## src/rtl/tvbs_pkg.sv

```systemverilog
`timescale 1ns / 1ps
package tvbs_pkg;

    // action codes
    localparam logic [2:0] ACT_BYTE   = 3'd0;
    localparam logic [2:0] ACT_WORD16 = 3'd1;
    localparam logic [2:0] ACT_WORD32 = 3'd2;
    localparam logic [2:0] ACT_WORD64 = 3'd3;
    localparam logic [2:0] ACT_VARINT = 3'd4;
    localparam logic [2:0] ACT_UTF16  = 3'd5;

    // status codes
    localparam logic [1:0] ST_OK        = 2'd0;
    localparam logic [1:0] ST_CEILING   = 2'd1;
    localparam logic [1:0] ST_SURROGATE = 2'd2;

    typedef struct packed {
        logic [2:0]  action;
        logic [63:0] value;
    } t_in_word;

    typedef struct packed {
        logic [7:0]  out_byte;
        logic        last_byte;
        logic [1:0]  status;
        logic [31:0] total_bytes;
    } t_out_word;

    // one classified item waiting for the back end
    typedef struct packed {
        logic [7:0][7:0] bytes;     // bytes[0] goes out first
        logic [2:0]      last_idx;  // index of the final byte
        logic [1:0]      status;
        logic [31:0]     base;      // byte count before this item
    } t_job;

    // queue to back end handshake
    typedef struct packed {
        logic valid;
        t_job job;
    } t_head;

endpackage

```

## src/rtl/tvbs_front.sv

```systemverilog
`timescale 1ns / 1ps
module tvbs_front (
    input  logic              i_clk,
    input  logic              i_rst_n,
    input  logic              i_cfg_we,
    input  logic [31:0]       i_cfg_wdata,
    input  logic              i_take,
    input  tvbs_pkg::t_in_word i_in_word,
    output logic              o_job_we,
    output tvbs_pkg::t_job    o_job
);
    import tvbs_pkg::*;

    logic [31:0] r_max;
    logic [31:0] r_count;
    logic [31:0] n_count;

    logic [7:0][7:0] w_bytes;
    logic [3:0]      w_len;
    logic            w_known;
    logic            w_surrogate;
    logic            w_ceiling;
    logic [15:0]     w_code;
    logic [31:0]     w_v32;
    logic [34:0]     w_varint;
    logic [31:0]     w_room;
    logic [2:0]      w_groups;
    logic [3:0]      w_len_m1;

    assign w_code = i_in_word.value[15:0];
    assign w_v32  = i_in_word.value[31:0];
    // pad to five full 7-bit groups
    assign w_varint = {3'b000, w_v32};
    assign w_groups = 3'(w_v32 >= 32'h80) + 3'(w_v32 >= 32'h4000)
                    + 3'(w_v32 >= 32'h20_0000) + 3'(w_v32 >= 32'h1000_0000);

    always_comb begin
        w_bytes     = i_in_word.value;
        w_len       = 4'd1;
        w_known     = 1'b1;
        w_surrogate = 1'b0;
        case (i_in_word.action)
            ACT_BYTE:   w_len = 4'd1;
            ACT_WORD16: w_len = 4'd2;
            ACT_WORD32: w_len = 4'd4;
            ACT_WORD64: w_len = 4'd8;
            ACT_VARINT: begin
                w_len = {1'b0, w_groups} + 4'd1;
                for (int i = 0; i < 5; i++) begin
                    w_bytes[i] = {(3'(i) < w_groups), w_varint[7*i +: 7]};
                end
            end
            ACT_UTF16: begin
                w_surrogate = (w_code[15:11] == 5'b11011);
                if (w_code < 16'h0080) begin
                    w_len = 4'd1;
                    w_bytes[0] = w_code[7:0];
                end else if (w_code < 16'h0800) begin
                    w_len = 4'd2;
                    w_bytes[0] = {3'b110, w_code[10:6]};
                    w_bytes[1] = {2'b10, w_code[5:0]};
                end else begin
                    w_len = 4'd3;
                    w_bytes[0] = {4'b1110, w_code[15:12]};
                    w_bytes[1] = {2'b10, w_code[11:6]};
                    w_bytes[2] = {2'b10, w_code[5:0]};
                end
            end
            default: w_known = 1'b0;
        endcase
    end

    assign w_room    = r_max - r_count;
    assign w_ceiling = (r_count > r_max) || ({28'd0, w_len} > w_room);
    assign w_len_m1  = w_len - 4'd1;

    always_comb begin
        o_job.base = r_count;
        if (w_surrogate) begin
            o_job.bytes    = '0;
            o_job.last_idx = '0;
            o_job.status   = ST_SURROGATE;
        end else if (w_ceiling) begin
            o_job.bytes    = '0;
            o_job.last_idx = '0;
            o_job.status   = ST_CEILING;
        end else begin
            o_job.bytes    = w_bytes;
            o_job.last_idx = w_len_m1[2:0];
            o_job.status   = ST_OK;
        end
    end

    assign o_job_we = i_take && w_known;

    always_comb begin
        n_count = r_count;
        if (o_job_we && !w_surrogate && !w_ceiling) begin
            n_count = r_count + {28'd0, w_len};
        end
    end

    always_ff @(posedge i_clk) begin
        if (!i_rst_n) begin
            r_max   <= 32'hFFFF_FFFF;
            r_count <= '0;
        end else begin
            r_count <= n_count;
            if (i_cfg_we) begin
                r_max <= i_cfg_wdata;
            end
        end
    end

endmodule

```

## src/rtl/tvbs_queue.sv

```systemverilog
`timescale 1ns / 1ps
module tvbs_queue #(
    parameter int DEPTH = 4
) (
    input  logic           i_clk,
    input  logic           i_rst_n,
    input  logic           i_we,
    input  tvbs_pkg::t_job i_job,
    input  logic           i_pop,
    output logic           o_full,
    output tvbs_pkg::t_head o_head
);
    import tvbs_pkg::*;

    localparam int PTR_W = (DEPTH > 1) ? $clog2(DEPTH) : 1;
    localparam int CNT_W = $clog2(DEPTH + 1);

    t_job             r_mem [DEPTH];
    logic [PTR_W-1:0] r_wr_ptr;
    logic [PTR_W-1:0] r_rd_ptr;
    logic [CNT_W-1:0] r_cnt;

    assign o_full      = (r_cnt == CNT_W'(DEPTH));
    assign o_head.valid = (r_cnt != '0);
    assign o_head.job   = r_mem[r_rd_ptr];

    function automatic logic [PTR_W-1:0] wrap_inc(input logic [PTR_W-1:0] p);
        return (p == PTR_W'(DEPTH - 1)) ? '0 : p + 1'b1;
    endfunction

    always_ff @(posedge i_clk) begin
        if (i_we) begin
            r_mem[r_wr_ptr] <= i_job;
        end
    end

    always_ff @(posedge i_clk) begin
        if (!i_rst_n) begin
            r_wr_ptr <= '0;
            r_rd_ptr <= '0;
            r_cnt    <= '0;
        end else begin
            if (i_we) begin
                r_wr_ptr <= wrap_inc(r_wr_ptr);
            end
            if (i_pop) begin
                r_rd_ptr <= wrap_inc(r_rd_ptr);
            end
            case ({i_we, i_pop})
                2'b10:   r_cnt <= r_cnt + 1'b1;
                2'b01:   r_cnt <= r_cnt - 1'b1;
                default: r_cnt <= r_cnt;
            endcase
        end
    end

endmodule

```

## src/rtl/tvbs_back.sv

```systemverilog
`timescale 1ns / 1ps
module tvbs_back (
    input  logic                i_clk,
    input  logic                i_rst_n,
    input  tvbs_pkg::t_head     i_head,
    output logic                o_head_pop,
    input  logic                i_pop,
    output logic                o_valid,
    output tvbs_pkg::t_out_word o_out_word
);
    import tvbs_pkg::*;

    t_out_word r_out;
    logic      r_valid;
    logic [2:0] r_idx;

    logic      w_load;
    logic      w_last;
    t_out_word w_word;

    assign w_load = i_head.valid && (!r_valid || i_pop);
    assign w_last = (r_idx == i_head.job.last_idx);
    assign o_head_pop = w_load && w_last;

    always_comb begin
        w_word.out_byte  = i_head.job.bytes[r_idx];
        w_word.last_byte = w_last;
        w_word.status    = i_head.job.status;
        if (i_head.job.status == ST_OK) begin
            w_word.total_bytes = i_head.job.base + {29'd0, r_idx} + 32'd1;
        end else begin
            w_word.total_bytes = i_head.job.base;
        end
    end

    always_ff @(posedge i_clk) begin
        if (w_load) begin
            r_out <= w_word;
        end
    end

    always_ff @(posedge i_clk) begin
        if (!i_rst_n) begin
            r_valid <= 1'b0;
            r_idx   <= '0;
        end else begin
            if (w_load) begin
                r_valid <= 1'b1;
                r_idx   <= w_last ? '0 : r_idx + 1'b1;
            end else if (i_pop) begin
                r_valid <= 1'b0;
            end
        end
    end

    assign o_valid    = r_valid;
    assign o_out_word = r_out;

endmodule

```

## src/rtl/typed_value_byte_serializer.sv

```systemverilog
`timescale 1ns / 1ps
// Channel   | Direction | Handshake            | Word
// ----------+-----------+----------------------+---------------------------------------
// input     | in        | push / full          | action, value
// result    | out       | empty / pop          | out_byte, last_byte, status, total_bytes
// config    | in        | i_cfg_we             | i_cfg_wdata (max_payload_bytes)
//
// The front end classifies and checks capacity in the accept cycle, so an input word is
// taken every cycle while the job queue has room. The back end sends one byte per cycle
// from the head job while results are popped: an item yields 1 to 8 bytes (its encoded
// length, or one for an error), and that byte-per-cycle loop sets the sustained rate. The
// first byte passes through the job queue and the output register. Reset (synchronous,
// active low) empties the queue, clears the byte count and sets the ceiling to all ones.
// A stalled result holds in the output register while the front keeps filling the queue.
module typed_value_byte_serializer #(
    parameter int QUEUE_DEPTH = 4
) (
    input  logic                i_clk,
    input  logic                i_rst_n,
    input  logic                push,
    output logic                full,
    input  tvbs_pkg::t_in_word  i_in_word,
    output logic                empty,
    input  logic                pop,
    output tvbs_pkg::t_out_word o_out_word,
    input  logic                i_cfg_we,
    input  logic [31:0]         i_cfg_wdata
);
    import tvbs_pkg::*;

    logic  w_take;
    logic  w_job_we;
    t_job  w_job;
    logic  w_q_full;
    t_head w_head;
    logic  w_head_pop;
    logic  w_out_valid;

    // accept an input word whenever the queue can hold its job
    assign w_take = push && !w_q_full;
    assign full   = w_q_full;

    tvbs_front u_front (
        .i_clk       (i_clk),
        .i_rst_n     (i_rst_n),
        .i_cfg_we    (i_cfg_we),
        .i_cfg_wdata (i_cfg_wdata),
        .i_take      (w_take),
        .i_in_word   (i_in_word),
        .o_job_we    (w_job_we),
        .o_job       (w_job)
    );

    // decouple classification from byte emission
    tvbs_queue #(
        .DEPTH (QUEUE_DEPTH)
    ) u_queue (
        .i_clk   (i_clk),
        .i_rst_n (i_rst_n),
        .i_we    (w_job_we),
        .i_job   (w_job),
        .i_pop   (w_head_pop),
        .o_full  (w_q_full),
        .o_head  (w_head)
    );

    // walk the head job one byte a cycle into the output register while it is free or popped
    tvbs_back u_back (
        .i_clk      (i_clk),
        .i_rst_n    (i_rst_n),
        .i_head     (w_head),
        .o_head_pop (w_head_pop),
        .i_pop      (pop),
        .o_valid    (w_out_valid),
        .o_out_word (o_out_word)
    );

    assign empty = !w_out_valid;

endmodule
```

## config.mk

```make
export PLATFORM = sky130hd
export DESIGN_NAME = typed_value_byte_serializer
export DESIGN_NICKNAME = d
export VERILOG_FILES = /design/src/rtl/tvbs_pkg.sv /design/src/rtl/tvbs_front.sv /design/src/rtl/tvbs_queue.sv /design/src/rtl/tvbs_back.sv /design/src/rtl/typed_value_byte_serializer.sv
export SDC_FILE = /design/constraint.sdc
export NUM_CORES = 1
export LEC_CHECK = 0
export BUFFER_PORTS_ARGS = -buffer_cell sky130_fd_sc_hd__buf_4
export CORE_MARGIN = 2
export CORE_UTILIZATION = 61
export DETAILED_ROUTE_END_ITERATION = 10
export GPL_ROUTABILITY_DRIVEN = 0
export PLACE_DENSITY = 0.85
export RECOVER_POWER = 50
export SLEW_MARGIN = 20
export SYNTH_ARGS = -nofsm -noshare
export SYNTH_HDL_FRONTEND = slang
export SYNTH_SLANG_ARGS = --single-unit
```

## constraint.sdc

```tcl
create_clock -name i_clk -period 9.7 [get_ports i_clk]
set_input_delay 1.94 -clock i_clk [delete_from_list [all_inputs] [get_ports i_clk]]
set_output_delay 1.94 -clock i_clk [all_outputs]
set_load 0.005 [all_outputs]
```

==> impl_metrics.csv <==
group,metric,value,unit
outcome,status,"complete, but fails checks",
outcome,violations,"DRC, capacitance limit, slew limit",
yosys,synth.avg_cell_area,14.31,sq um
yosys,syn_nets,1838,
cts,cts_resized,0,
drt,antenna_left,0,
cells_and_area,multiInputGateArea,8416,sq um
cts,cts_hold_buffers,0,
power,switching_share,0.2503,
drt,firstDrtPassIters,9,
cts,ctsRootBufferMaster,"clkbuf_16",
yosys,synth_ff_type,"edfxtp_1",
power,cellInternalPower,4.130,mW
worst_setup_path,crit_buf_inv,4,
cells_and_area,fin_area,27040,sq um
yosys,synth_top_area_cell,"edfxtp_1",
cts,cts-htree-levels,2,
cts,clkTransAtPathRegs,0.06,ns
power,peakVddDrop,0.1236,mV
cells_and_area,nets,1975,
die,die_w,202.2,um
cts,numCtsBuffers,50,
power,power_frac_seq,0.494,
placement,detailed_place_hpwl,36630,um
die,core-area,38740,sq um
yosys,synth_cells,1674,
die,initial_core_util,0.6185,
worst_setup_path,worstSetupPathDepth,24,
power,pwr-share-comb,0.157,
worst_setup_path,critPathRequiredTime,10.00,ns
sta,finalMaxSlewViolations,602,
cells_and_area,register_area,14970,sq um
sta,skew,0.02102,ns
worst_setup_path,critPathMaxStageDelay,0.71,ns
worst_setup_path,critPathKind,"in2reg",
global_routing,grt.total_usage,0.2886,
hold_path,whs_path_depth,2,
yosys,synthTopCellsByArea,"edfxtp_1 56%, mux4_2 11%, dfxtp_1 6.4%",
cts,postCtsSetupBuffers,0,
sta,setup_tns,0,ns
sta,hold_violations,0,
run,maxCapViolCount,12,
die,die_area,40880,sq um
worst_setup_path,cp_slowest_cell,"nor4_1",
yosys,seq_area_frac_synth,0.6245,
global_routing,grt_pass1_vias,15293,
yosys,synth_edf_count,447,
sta,period_share,0.8417,
yosys,async_reset_ff_frac,0,
sta,max_freq,0.1225,GHz
power,clockPowerShare,0.349,
hold_path,hold_path.class,"reg2reg",
sta,setup_violations,0,
sta,period_needed,8.165,ns
yosys,yosys-top-cells-count,"447 x edfxtp_1, 165 x nand2_1, 115 x mux4_2",
worst_setup_path,crit_chain,"buf_4 -> nor4_1 -> nand2_1 -> nor4_1 -> and3_1 -> nand2_1 -> ha_1 -> inv_1 -> fa_1 -> fa_1 -> inv_1 -> a21oi_1 -> a311oi_2 -> ha_1 -> nand4_1 -> o2111ai_1 -> a2111oi_0 -> nand4_1 -> nor4_4 -> nand4_4 -> and2_4 -> nand2b_1 -> buf_4 -> nor2_1",
cells_and_area,area_delta_synth_final,12.87,%
cts,clk_latency,0.60,ns
cells_and_area,fillers,2436,
cells_and_area,drive_gt1_frac,0.1982,
drt,routed_via_density,6.566,
global_routing,grt_start_max_net_pins,63,
worst_setup_path,reg2reg_depth,14,
yosys,ys_types,80,
cts,cts.sink_count,524,
cts,clockBufferDepth,3,
sta,slew_headroom,-1.667,
power,p_per_area,203.7,nW/um^2
die,rows,72,
yosys,synth-seq-cells,524,
worst_setup_path,worst_ep_arrival_time,8.47,ns
cts,tritoncts,"yes",
drt,detail_route.wirelength,58090,um
worst_setup_path,cp-start-kind,"primary input",
drt,dr.first_iter.drc_count,1901,
yosys,synth_area,23960,sq um
power,p_leak,9.258,nW
die,die_y,202.2,um
worst_setup_path,critPathTopFamily,"simple AND/OR/NAND/NOR gates",
sta,worst_pin_slew,4.000,ns
yosys,yosysWarningCount,0,
drt,drcViolationCount,2,
global_routing,antenna_found_initial,3,
global_routing,grt_pass1_wl,89760,um
yosys,yosysMostFrequentCell,"edfxtp_1",
power,p_switching,1.379,mW
worst_setup_path,critPathCaptureType,"register",
placement,placedInstanceArea,25520,sq um
yosys,synth_top_cell_area_share,0.5602,
drt,wl_per_cell,24.49,um
die,ios,149,
worst_setup_path,worst-path-max-fanout,40,
drt,via_count,15574,
placement,portBuffers,148,
global_routing,grt_overflow_total,0,
sta,rsz0062_at_grt,"no",
-- worst min-delay path, cell delays in order, from the launching register on --
cell     delay, ns
dfxtp_1       0.33
mux2i_1       0.07
nand2_1       0.06
-- routing by layer --
layer / global-route usage / part of all wire
met4: 0.09437 / 0.035
met5: 0 / 0.00015
met2: 0.4775 / 0.49
met3: 0.05547 / 0.092
met1: 0.3905 / 0.38
-- power by group through the flow --
stage | combinational, mW | clock, mW | sequential (mW)
finish | 0.865 | 1.92 | 2.72
global route | 0.928 | 2.02 | 2.73
CTS | 0.870 | 1.94 | 2.71
detailed placement | 0.852 | 0 | 2.75
global placement | 0.823 | 0 | 2.75
floorplan | 0.529 | 0 | 2.74
-- cells by family after synthesis --
kind of cell	synth area share
AOI/OAI and AO/OA	0.06559
xor gates and xnor gates	0.01937
adders and majority gates	0.03321
buffers and inverters	0.02507
DFF	0.6245
muxes	0.1369
and+or+nand+nor	0.09535
-- cell usage in the layout, fill, tap and decap left out, drive strengths merged, types with 34 or more instances in the layout --
master,netlist,layout
clkbuf,46,122
and2,36,36
nand2,165,165
a21oi,93,93
o21ai,40,40
dfxtp,77,77
inv,67,69
ha,54,54
nor2,102,102
mux4,115,115
buf,32,105
edfxtp,447,447
xnor2,34,34
mux2i,52,52
-- through the flow --
| stage | utilization | setup WS, ns | total power, mW | cells | hold WS (ns) |
|---|---|---|---|---|---|
| 6_report | 0.6981 | 1.535 | 5.508 | 2372 | 0.4834 |
| 5_1_grt | 0.6980 | 1.244 | 5.687 | 2370 | 0.5192 |
| 4_1_cts | 0.7003 | 1.582 | 5.517 | 2370 | 0.4887 |
| 3_5_place_dp | 0.6588 | 1.119 | 3.606 | 2277 | 0.4704 |
| 3_3_place_gp | 0.6587 | 0.9509 | 3.569 | 2277 | 0.4668 |
| 2_1_floorplan | - | 2.378 | 3.270 | 1674 | 0.4453 |
-- state kept, by name, summed over array words and instances, names as in the netlist, named ones only --
register and count:
u_front.r_count 32, u_queue.r_rd_ptr 2, u_back.r_idx 3, u_front.r_max 32, u_queue.r_mem 404, u_back.o_valid 1
u_queue.r_cnt 3, u_back.o_out_word 43, u_queue.r_wr_ptr 2
-- final timing paths --
| check | from | end | slack (ns) |
|---|---|---|---|
| worst min-delay path | u_front.r_max[18] | u_front.r_max[18] | 0.48 |
| worst max register to register | register | u_back.o_out_word[29] | 2.34 |
| worst min register to register | u_front.r_max[18] | u_front.r_max[18] | 0.48 |
| worst max-delay path | i_in_word[29] | u_queue.r_mem[1][59] | 1.54 |
-- layout make-up --
class	count	area share
tap	518	0.02397
timing repair buffer	163	0.04247
inverter	67	0.009300
clock buffer	64	0.04974
sequential	524	0.5535
clock inverter	29	0.009670
multi-input combinational	1005	0.3112
antenna	2	0.0001851
Power figures use the tool's default switching activity.
